[config.mk]
export PLATFORM = sky130hd
export DESIGN_NAME = distance_trend_classifier
export DESIGN_NICKNAME = d
export VERILOG_FILES = /design/src/design/dtc_pkg.sv /design/src/design/dtc_ram.sv /design/src/design/distance_trend_classifier.sv
export SDC_FILE = /design/constraint.sdc
export NUM_CORES = 1
export LEC_CHECK = 0
export BUFFER_PORTS_ARGS = -buffer_cell sky130_fd_sc_hd__buf_2
export CORE_MARGIN = 1
export CORE_UTILIZATION = 35
export DETAILED_ROUTE_END_ITERATION = 10
export PLACE_DENSITY_LB_ADDON = 0.25
export SYNTH_ARGS = -nofsm -noshare
export SYNTH_HDL_FRONTEND = slang
export SYNTH_SLANG_ARGS = --single-unit
export TNS_END_PERCENT = 5
[constraint.sdc]
create_clock -name clk -period 8.58 [get_ports clk]
set_input_delay 0.858 -clock clk [delete_from_list [all_inputs] [get_ports clk]]
set_output_delay 0.858 -clock clk [all_outputs]
set_load 0.01 [all_outputs]
[src/design/dtc_pkg.sv]
// Shared constants, payload types and helpers for the distance trend classifier.
package dtc_pkg;

  // Burst store geometry
  localparam int MAX_SAMPLES = 32;
  localparam int SAMPLE_BITS = 12;
  localparam int IDX_W       = $clog2(MAX_SAMPLES);
  localparam int CNT_W       = $clog2(MAX_SAMPLES + 1);
  localparam int SUM_W       = SAMPLE_BITS + 1;
  localparam int CMP_W       = 17;

  // Configuration registers
  localparam int DZ_W        = 8;
  localparam int JL_W        = 12;
  localparam int CFG_W       = 12;
  localparam int CFG_IDX_W   = 1;
  localparam logic [CFG_IDX_W-1:0] REG_DEAD_ZONE  = 1'b0;
  localparam logic [CFG_IDX_W-1:0] REG_JUMP_LIMIT = 1'b1;
  localparam logic [DZ_W-1:0] DEAD_ZONE_RST  = 8'd1;
  localparam logic [JL_W-1:0] JUMP_LIMIT_RST = 12'd50;

  // Result codes and counters
  localparam int COUNT_W = 6;
  localparam logic [COUNT_W-1:0] COUNT_MAX = 6'd63;
  localparam logic [1:0] TREND_STEADY  = 2'd0;
  localparam logic [1:0] TREND_RISING  = 2'd1;
  localparam logic [1:0] TREND_FALLING = 2'd2;

  typedef struct packed {
    logic [SAMPLE_BITS-1:0] distance_sample;
    logic                   burst_end;
  } dtc_in_t;

  typedef struct packed {
    logic [1:0]         trend;
    logic [COUNT_W-1:0] rise_count;
    logic [COUNT_W-1:0] fall_count;
    logic [COUNT_W-1:0] steady_count;
    logic               too_few;
    logic               overflowed;
  } dtc_out_t;

  // Saturating step counter
  function automatic logic [COUNT_W-1:0] sat_inc(input logic [COUNT_W-1:0] v);
    return (v == COUNT_MAX) ? v : v + 1'b1;
  endfunction

endpackage

[src/design/dtc_ram.sv]
// Generic single-write, single-read RAM with registered read data.
module dtc_ram #(
  parameter int WIDTH = 12,
  parameter int DEPTH = 32
) (
  input  logic                     clk,
  input  logic                     we,
  input  logic [$clog2(DEPTH)-1:0] waddr,
  input  logic [WIDTH-1:0]         wdata,
  input  logic [$clog2(DEPTH)-1:0] raddr,
  output logic [WIDTH-1:0]         rdata
);

  logic [WIDTH-1:0] mem [DEPTH];

  // Write port and registered read port
  always_ff @(posedge clk) begin
    if (we) begin
      mem[waddr] <= wdata;
    end
    rdata <= mem[raddr];
  end

endmodule

[src/design/distance_trend_classifier.sv]
// Distance trend classifier: burst store, three-pass scan sequencer and result register.
//
//  channel | ports                        | transfer
//  --------+------------------------------+-------------------------------------
//  input   | in_valid, in_ready, in_data  | one distance sample per transaction
//  result  | out_valid, out_ready, out_data | one class per burst
//  config  | cfg_we, cfg_index, cfg_wdata | register write, no wait
//
// A burst end of n stored samples (n >= 3) runs three passes over the sample RAM
// (minimum, maximum, pair walk), each through the single registered read port,
// then loads the result. A short burst goes straight to the final state.
// in_ready is high only while the sequencer idles; a result waiting on out_ready
// holds the sequencer in its final state. Reset is synchronous and needs no sweep.
module distance_trend_classifier
  import dtc_pkg::*;
(
  input  logic                 clk,
  input  logic                 rst_n,
  input  logic                 in_valid,
  output logic                 in_ready,
  input  dtc_in_t              in_data,
  output logic                 out_valid,
  input  logic                 out_ready,
  output dtc_out_t             out_data,
  input  logic                 cfg_we,
  input  logic [CFG_IDX_W-1:0] cfg_index,
  input  logic [CFG_W-1:0]     cfg_wdata
);

  localparam logic [2:0] S_IDLE = 3'd0;
  localparam logic [2:0] S_MIN  = 3'd1;
  localparam logic [2:0] S_MAX  = 3'd2;
  localparam logic [2:0] S_WALK = 3'd3;
  localparam logic [2:0] S_FIN  = 3'd4;

  logic [2:0]             state_r, state_nxt;
  logic [CNT_W-1:0]       n_r;
  logic                   ovf_r;
  logic                   too_few_r;
  logic [CNT_W-1:0]       a_r;
  logic                   d_vld_r;
  logic [IDX_W-1:0]       d_idx_r;
  logic [DZ_W-1:0]        dead_zone_r;
  logic [JL_W-1:0]        jump_limit_r;
  logic [IDX_W-1:0]       lo_idx_r, hi_idx_r;
  logic [SAMPLE_BITS-1:0] lo_val_r, hi_val_r, prev_r;
  logic                   have_hi_r, have_prev_r;
  logic [COUNT_W-1:0]     rise_r, fall_r, steady_r;
  logic                   out_valid_r;
  dtc_out_t               out_data_r;

  logic                   in_fire, has_room, ram_we;
  logic                   scanning, issue, pass_last, fin_fire;
  logic [CNT_W-1:0]       n_acc;
  logic [SAMPLE_BITS-1:0] rdata, diff;
  logic [CMP_W-1:0]       diff_x, jl_x;
  logic [SUM_W-1:0]       cur_dz, prev_dz;
  logic                   keep, step_ok, is_fall, is_rise;
  logic [1:0]             trend_fin;

  assign in_ready  = (state_r == S_IDLE);
  assign in_fire   = in_valid && in_ready;
  assign has_room  = (n_r < CNT_W'(MAX_SAMPLES));
  assign ram_we    = in_fire && has_room;
  assign n_acc     = has_room ? n_r + 1'b1 : n_r;
  assign scanning  = (state_r == S_MIN) || (state_r == S_MAX) || (state_r == S_WALK);
  assign issue     = scanning && (a_r < n_r);
  assign pass_last = d_vld_r && ({1'b0, d_idx_r} == n_r - 1'b1);
  assign fin_fire  = (state_r == S_FIN) && (!out_valid_r || out_ready);

  dtc_ram #(
    .WIDTH (SAMPLE_BITS),
    .DEPTH (MAX_SAMPLES)
  ) u_store (
    .clk   (clk),
    .we    (ram_we),
    .waddr (n_r[IDX_W-1:0]),
    .wdata (in_data.distance_sample),
    .raddr (a_r[IDX_W-1:0]),
    .rdata (rdata)
  );

  // Shared step comparator for the pair walk
  assign diff    = (rdata >= prev_r) ? rdata - prev_r : prev_r - rdata;
  assign diff_x  = CMP_W'(diff);
  assign jl_x    = CMP_W'(jump_limit_r);
  assign cur_dz  = SUM_W'(rdata) + SUM_W'(dead_zone_r);
  assign prev_dz = SUM_W'(prev_r) + SUM_W'(dead_zone_r);
  assign keep    = (d_idx_r != lo_idx_r) && (d_idx_r != hi_idx_r);
  assign step_ok = (diff_x <= jl_x);
  assign is_fall = (cur_dz < SUM_W'(prev_r));
  assign is_rise = (prev_dz < SUM_W'(rdata));

  // Pick the class from the step counts
  always_comb begin
    trend_fin = TREND_STEADY;
    if ((steady_r < rise_r) || (steady_r < fall_r)) begin
      trend_fin = (rise_r > fall_r) ? TREND_RISING : TREND_FALLING;
    end
  end

  // Sequence load, three passes and result hand-off
  always_comb begin
    state_nxt = state_r;
    unique case (state_r)
      S_IDLE: begin
        if (in_fire && in_data.burst_end) begin
          state_nxt = (n_acc < CNT_W'(3)) ? S_FIN : S_MIN;
        end
      end
      S_MIN:  if (pass_last) state_nxt = S_MAX;
      S_MAX:  if (pass_last) state_nxt = S_WALK;
      S_WALK: if (pass_last) state_nxt = S_FIN;
      S_FIN:  if (fin_fire) state_nxt = S_IDLE;
      default: state_nxt = S_IDLE;
    endcase
  end

  // Control registers
  always_ff @(posedge clk) begin
    if (!rst_n) begin
      state_r      <= S_IDLE;
      n_r          <= '0;
      ovf_r        <= 1'b0;
      a_r          <= '0;
      d_vld_r      <= 1'b0;
      out_valid_r  <= 1'b0;
      dead_zone_r  <= DEAD_ZONE_RST;
      jump_limit_r <= JUMP_LIMIT_RST;
    end else begin
      state_r <= state_nxt;
      if (in_fire) begin
        n_r <= n_acc;
        if (!has_room) begin
          ovf_r <= 1'b1;
        end
      end
      if (fin_fire) begin
        n_r   <= '0;
        ovf_r <= 1'b0;
      end
      // Advance the read pointer, restart it at each pass boundary
      if (pass_last) begin
        a_r     <= '0;
        d_vld_r <= 1'b0;
      end else begin
        if (issue) begin
          a_r <= a_r + 1'b1;
        end
        d_vld_r <= issue;
      end
      if (fin_fire) begin
        out_valid_r <= 1'b1;
      end else if (out_ready) begin
        out_valid_r <= 1'b0;
      end
      if (cfg_we) begin
        unique case (cfg_index)
          REG_DEAD_ZONE:  dead_zone_r  <= cfg_wdata[DZ_W-1:0];
          REG_JUMP_LIMIT: jump_limit_r <= cfg_wdata[JL_W-1:0];
          default: ;
        endcase
      end
    end
  end

  // Datapath registers
  always_ff @(posedge clk) begin
    d_idx_r <= a_r[IDX_W-1:0];
    if (in_fire && in_data.burst_end) begin
      too_few_r   <= (n_acc < CNT_W'(3));
      rise_r      <= '0;
      fall_r      <= '0;
      steady_r    <= '0;
      have_hi_r   <= 1'b0;
      have_prev_r <= 1'b0;
    end
    // Minimum pass: first smallest sample
    if ((state_r == S_MIN) && d_vld_r) begin
      if ((d_idx_r == '0) || (rdata < lo_val_r)) begin
        lo_idx_r <= d_idx_r;
        lo_val_r <= rdata;
      end
    end
    // Maximum pass: first largest of the rest
    if ((state_r == S_MAX) && d_vld_r && (d_idx_r != lo_idx_r)) begin
      if (!have_hi_r || (rdata > hi_val_r)) begin
        hi_idx_r  <= d_idx_r;
        hi_val_r  <= rdata;
        have_hi_r <= 1'b1;
      end
    end
    // Pair walk: drop glitches, count falls, rises and steady steps
    if ((state_r == S_WALK) && d_vld_r && keep) begin
      if (!have_prev_r) begin
        prev_r      <= rdata;
        have_prev_r <= 1'b1;
      end else if (step_ok) begin
        prev_r <= rdata;
        if (is_fall) begin
          fall_r <= sat_inc(fall_r);
        end else if (is_rise) begin
          rise_r <= sat_inc(rise_r);
        end else begin
          steady_r <= sat_inc(steady_r);
        end
      end
    end
    // Load the result register
    if (fin_fire) begin
      out_data_r.trend        <= too_few_r ? TREND_STEADY : trend_fin;
      out_data_r.rise_count   <= too_few_r ? '0 : rise_r;
      out_data_r.fall_count   <= too_few_r ? '0 : fall_r;
      out_data_r.steady_count <= too_few_r ? '0 : steady_r;
      out_data_r.too_few      <= too_few_r;
      out_data_r.overflowed   <= ovf_r;
    end
  end

  assign out_valid = out_valid_r;
  assign out_data  = out_data_r;

  // A new result appears only after the final state
  a_res_from_fin: assert property (@(posedge clk) disable iff (!rst_n)
    (out_valid && !$past(out_valid)) |-> $past(state_r == S_FIN))
    else $error("result appeared outside the final state");

  // A short burst reports no steps and a steady class
  a_short_zero: assert property (@(posedge clk) disable iff (!rst_n)
    (out_valid && out_data.too_few) |->
      (out_data.rise_count == '0 && out_data.fall_count == '0 &&
       out_data.steady_count == '0 && out_data.trend == TREND_STEADY))
    else $error("short burst carried nonzero counts");

  // The stored count never passes the store depth
  a_count_bound: assert property (@(posedge clk) disable iff (!rst_n)
    n_r <= CNT_W'(MAX_SAMPLES))
    else $error("sample count beyond store depth");

  // Scans never read past the stored samples
  a_read_bound: assert property (@(posedge clk) disable iff (!rst_n)
    d_vld_r |-> ({1'b0, d_idx_r} < n_r))
    else $error("scan read beyond burst");

endmodule
==> results of run 1 <==
power by group:
| part | leakage (nW) | switching [W] | internal, W | total [W] |
|---|---|---|---|---|
| Clock | 0.859 | 0.00102 | 0.00132 | 0.00234 |
| Sequential | 4.78 | 0.0000444 | 0.00284 | 0.00289 |
| Combinational | 3.67 | 0.000315 | 0.000214 | 0.000529 |
placed cells by master, fill, tap and decap left out, types with 10 or more instances in the layout:
cell	instances
o21ai_0	30
inv_1	96
nand2_1	95
nand2b_1	10
a21oi_1	48
mux2_2	13
nand4_1	12
edfxtp_1	471
o211ai_1	14
buf_2	54
mux4_2	120
xnor2_1	28
ha_1	125
clkbuf_16	56
clkinv_1	10
nor2b_1	20
a21o_1	29
o31ai_1	10
nand3_1	29
mux2i_1	20
xor2_1	15
nor3_1	12
nor2_1	79
dfxtp_1	54
a21boi_0	18
buf_4	40
o21a_1	11
clkbuf_1	15
logic make-up (layout without fill, tap and decap cells):
group,Yosys count,in the layout
flip-flops,528,528
AND/OR/NAND/NOR,305,305
AO/OA/AOI/OAI,217,217
multiplexers,153,153
buffers and inverters,147,294
adder cells (fa/ha/maj),129,129
XOR/XNOR,43,43
metal layers:
layer / up-vias / share of wire (%) / global-route usage [%]
met3: 68 / 5.3 / 2.87
met4: 0 / 2.1 / 3.94
met5: - / 0 / 0
met1: 6669 / 46 / 21.5
met2: 314 / 47 / 24.8
li1: 6124 / - / -
area by class of cell:
class | count | area (µm²) | share of cell area [%]
Clock inverter | 31 | 314 | 1.16
Sequential cell | 528 | 15300 | 56.3
Timing Repair Buffer | 94 | 571 | 2.10
Multi-Input combinational cell | 847 | 8050 | 29.6
Clock buffer | 73 | 1490 | 5.47
Tap cell | 873 | 1090 | 4.02
Inverter | 96 | 360 | 1.33
synth_stat cells (18+ instances only):
| library cell | instances |
|---|---|
| edfxtp_1 | 471 |
| ha_1 | 125 |
| mux4_2 | 120 |
| inv_1 | 96 |
| nand2_1 | 95 |
| nor2_1 | 80 |
| dfxtp_1 | 57 |
| a21oi_1 | 48 |
| clkbuf_1 | 38 |
| o21ai_0 | 30 |
| a21o_1 | 29 |
| nand3_1 | 29 |
| xnor2_1 | 28 |
| mux2i_1 | 20 |
| nor2b_1 | 20 |
| a21boi_0 | 18 |
metrics by stage:
step / std cells / setup slack, ps / total power [W] / area (µm²) / hold WS, ps
2_1_floorplan: 1522 / 3510 / 0.00328 / 23900 / 353
3_5_place_dp: 2438 / 2730 / 0.00347 / 25400 / 447
5_1_grt: 2542 / 2180 / 0.00599 / 27200 / 450
3_3_place_gp: 2438 / 2790 / 0.00346 / 25400 / 424
6_report: 2542 / 2670 / 0.00576 / 27200 / 468
4_1_cts: 2542 / 2690 / 0.00583 / 27200 / 430
registers in the layout, indices dropped and copies added (netlist names), 8 cells and up:
signal,count
jump_limit_r,12
u_store.mem,384
prev_r,12
u_store.rdata,12
out_data,22
hi_val_r,12
lo_val_r,12
dead_zone_r,8
final timing paths:
check | startpoint | end | slack (ps) | cells after the start
worst max-delay path | prev_r[8] | rise_r[1] | 2670 | 16
worst min-delay path | jump_limit_r[3] | jump_limit_r[3] | 470 | 2
worst max register to register | prev_r[8] | rise_r[1] | 2670 | 16
worst min register to register | jump_limit_r[3] | jump_limit_r[3] | 470 | 2
tightest hold or removal path, cell delays in order (launching register included):
cell and delay [ps]:
dfxtp_1 310, nand2_1 50, a21boi_0 60
==> results.txt, run 1 <==
max_slew headroom = 21.4%
largest net degree at the start of global routing = 56
area leader, netlist = edfxtp_1
RSZ-0062 raised after global routing = no
Final ANT Viol Nets = 0
GRT Total Usage = 15.4%
Antenna Cells = 0
post-cts sizing count = 0
Post-synth EDFFs = 471
status = finished, final reports clean
fill count = 6078
dominant cells by area after synthesis = edfxtp_1, mux4_2, ha_1
Setup Buffers After CTS = 0
final setup vio count = 0
DR DRC count = 0
Post-Syn Instances = 1522
antenna violations before repair = 0
Final Net Count = 1783
slowest CP cell = a31oi_2
GP Congestion = 0.823
hold_buf cts = 0
synth warn = 0
number of global-route vias before repair = 13410
maximum clock path buffer count = 3
measured slew at the worst slew-check pin = 1170 ps
first-iteration detailed-routing DRC count = 959
Seq/Total Area, Yosys = 64.0%
H-Tree Depth = 2
layout cells sized above 1 = 19.5%
fin crit share = 68.9%
Root Driver = clkbuf_16
Chip Height = 263 µm
WP buf/inv = 1
post-synthesis mux area share = 12.8%
setup_tns = 0 ps
# rows = 95
final WL = 53100 µm
Worst Clk Skew = 40.6 ps
ys async rst share = 0%
Post-Synth XOR/XNOR Area = 1.58%
Worst Path Class, Setup = flop to flop
post-detail-place hpwl = 35100 µm
synth unique cells = 66
DR pass1 iterations = 5
largest family of logic cells by synthesized area = multiplexers
Top Ports = 55
grt ovf = 0
fin crit period = 5910 ps
die width = 263 µm
worst skew pair latency = 630 ps
final routed wire length divided by cell count = 20.9 µm
prevailing post-synth register cell = edfxtp_1
Reg clk slew, reported paths = 60 ps
Inserted Clock Buffers = 56
vias after detailed routing = 13175
critical path's largest stage delay = 750 ps
Area Overhead vs Synth = 13.7%
Fmax achieved = 0.169 GHz
simple-gate share of the synthesized area = 6.18%
Worst Path Required = 8900 ps
Vias/cell = 5.18
share of the synthesized area in the top cell type = 59.2%
Static Leak = 9.31 nW
final core utilization = 40.3%
clock sink total = 528
Post-Synth Adder-Cell Area = 6.88%
pwr dens = 212 nW/µm²
Total Die Area = 69300 µm²
Syn Area/Cell = 15.7 µm²
PortBufs = 54
max_cap viols = 0
crit path max fanout = 18
CTS tree = done
Compound-Gate Fraction of Synth Area = 6.25%
initial core utilization = 35.4%
Net Count, Synth = 1682
CP arrival = 6240 ps
CP Capture Type = flop
core outline area = 67400 µm²
final hold viol count = 0
Worst Hold Class = flop to flop
post-synth design cell area = 23900 µm²
crit-path leading delay family = compound AO/OA/AOI/OAI gates
crit-path cells = inv_1, ha_1, a21o_1, a21oi_1, o211ai_1, a31oi_2, o211ai_1, o31ai_1, xnor2_1, ha_1, a21oi_1, o21ai_0, o31a_1, a2111oi_4, nor3b_4, or4b_1
first-pass GRT wire length = 81700 µm
Slew Viols, Final = 0
maximum VDD drop = 0.000167 V
Setup crit start kind = flop
flops & latches, synth = 528
Note: power is estimated with default switching activity, not from simulation.
==> run 2, diff against run 1 <==
Clock period 8.58 ns to 5.7 ns, I/O delays scaled along.
==> results.txt, run 2 (same netlist as run 1, synthesis figures left out) <==
setup_tns = 0 ps
Setup crit start kind = flop
core outline area = 67400 µm²
DR pass1 iterations = 5
layout cells sized above 1 = 19.7%
max_cap viols = 0
GRT Total Usage = 15.5%
leading cell type in the layout, fill and taps excluded = edfxtp_1
pwr dens = 315 nW/µm²
H-Tree Depth = 2
worst r2r path cells = 15
Worst Clk Skew = 57.3 ps
final WL = 53100 µm
Slew Viols, Final = 0
Worst Path Required = 6020 ps
design area = 27100 µm²
met2 Use GR = 25.4%
Int Power = 0.00646 W
Inserted Clock Buffers = 56
Area Overhead vs Synth = 13.6%
fin crit share = 90.5%
Root Driver = clkbuf_16
grt ovf = 0
crit-path leading delay family = compound AO/OA/AOI/OAI gates
hold path depth = 3
largest net degree at the start of global routing = 81
Worst Hold Class = input pin to flop
Top Ports = 55
Crit path depth = 15
fin crit period = 5160 ps
die width = 263 µm
crit-path cells = ha_1, a2111o_1, a31oi_1, o211ai_1, a31oi_2, buf_4, mux2_2, ha_1, nor2b_1, o211ai_1, a21oi_1, o31a_1, a2111oi_4, nor3b_4, or4b_1
final setup vio count = 0
first-pass GRT wire length = 82300 µm
PortBufs = 54
Reg clk slew, reported paths = 60 ps
vias after detailed routing = 13198
final hold viol count = 0
number of global-route vias before repair = 13580
critical path's largest stage delay = 610 ps
Chip Height = 263 µm
Placed Instances = 2442
Biggest register = u_store.mem
CP arrival = 5470 ps
antenna violations before repair = 0
Worst Setup Slack, final = 541 ps
switching portion of total power = 24.4%
Total Die Area = 69300 µm²
post-detail-place hpwl = 35300 µm
CP Capture Type = flop
M1 GR Usage = 21.1%
number of flip-flops in the largest register = 384
maximum clock path buffer count = 3
Antenna Cells = 0
Fmax achieved = 0.194 GHz
WP buf/inv = 1
DR DRC count = 0
Area after DPL = 25400 µm²
sequential power share = 50.7%
Final Net Count = 1787
clock sink total = 528
GP Congestion = 0.826
# rows = 95
status = finished, final reports clean
Vias/cell = 5.18
Worst Path Class, Setup = flop to flop
Setup Buffers After CTS = 0
Static Leak = 9.32 nW
measured slew at the worst slew-check pin = 1230 ps
worst skew pair latency = 660 ps
Psw = 0.00208 W
crit path max fanout = 10
setup slack at placement = 584 ps
maximum VDD drop = 0.000201 V
initial core utilization = 35.4%
post-route insts no fill = 2546
Comb pwr share = 9.5%
hold_buf cts = 0
RSZ-0062 raised after global routing = no
CTS tree = done
global routing usage on met3 = 2.95%
post-cts sizing count = 0
Clock power frac = 39.7%
most frequent cells in the layout = edfxtp_1, ha_1, mux4_2, inv_1, nand2_1
Final ANT Viol Nets = 0
final routed wire length divided by cell count = 20.8 µm
first-iteration detailed-routing DRC count = 847
slowest CP cell = or4b_1
max_slew headroom = 18.0%
GR peak layer = met2
run 2: changes by cell type in the layout (fill, tap and decap cells not counted), sizes merged:
cell,change
buf,+4
bufinv,-3
clkbuf,-4
clkinv,+8
clkinvlp,-4
inv,+3
run 2: final cells by class:
class / instances / area [µm²]
well taps: 873 / 1090
fillers: 6102 / 40300
flip-flops and latches: 528 / 15300
inverters: 96 / 360
repair buffers: 98 / 613
multi-input cells: 847 / 8050
clock buffers: 69 / 1480
clock inverters: 35 / 241
run 2: layer usage:
layer  vias to the layer above  share of wire (%)  wire [µm]
li1                       6127                  -          -
met1                      6690                 45      24100
met2                       304                 47      25200
met3                        77                5.0       2670
met4                         0                2.0       1060
met5                         -                  0          0
run 2: metrics by stage:
stage	total power, W	util, %	hold WS (ps)
6_report	0.00855	40.3	213
5_1_grt	0.00891	40.3	183
4_1_cts	0.00866	40.3	167
3_5_place_dp	0.00524	37.7	441
3_3_place_gp	0.00523	37.7	432
2_1_floorplan	0.00494	-	353
run 2: worst register-to-register path, delay by kind of cell (launching register included):
kind | cells | cell delay [ps]
AOI/OAI and AO/OA | 8 | 2060
and+or+nand+nor | 3 | 1060
adders and majority gates | 2 | 680
DFF | 1 | 510
muxes | 1 | 360
buffers and inverters | 1 | 200
run 2: path summary, 6_finish.rpt:
kind | slack (ps) | from | endpoint
setup / recovery | 540 | u_store.rdata[4] | rise_r[1]
hold / removal | 210 | cfg_wdata[0] | dead_zone_r[0]
setup reg to reg | 540 | u_store.rdata[4] | rise_r[1]
hold reg to reg | 450 | ovf_r | out_data[0]
run 2: power by group through the flow:
stage | logic, W | registers [W] | clock network (W)
6_report | 0.000815 | 0.00434 | 0.00339
4_1_cts | 0.000826 | 0.00434 | 0.00350
3_3_place_gp | 0.000809 | 0.00442 | 0
3_5_place_dp | 0.000821 | 0.00442 | 0
5_1_grt | 0.000912 | 0.00435 | 0.00366
2_1_floorplan | 0.000540 | 0.00440 | 0
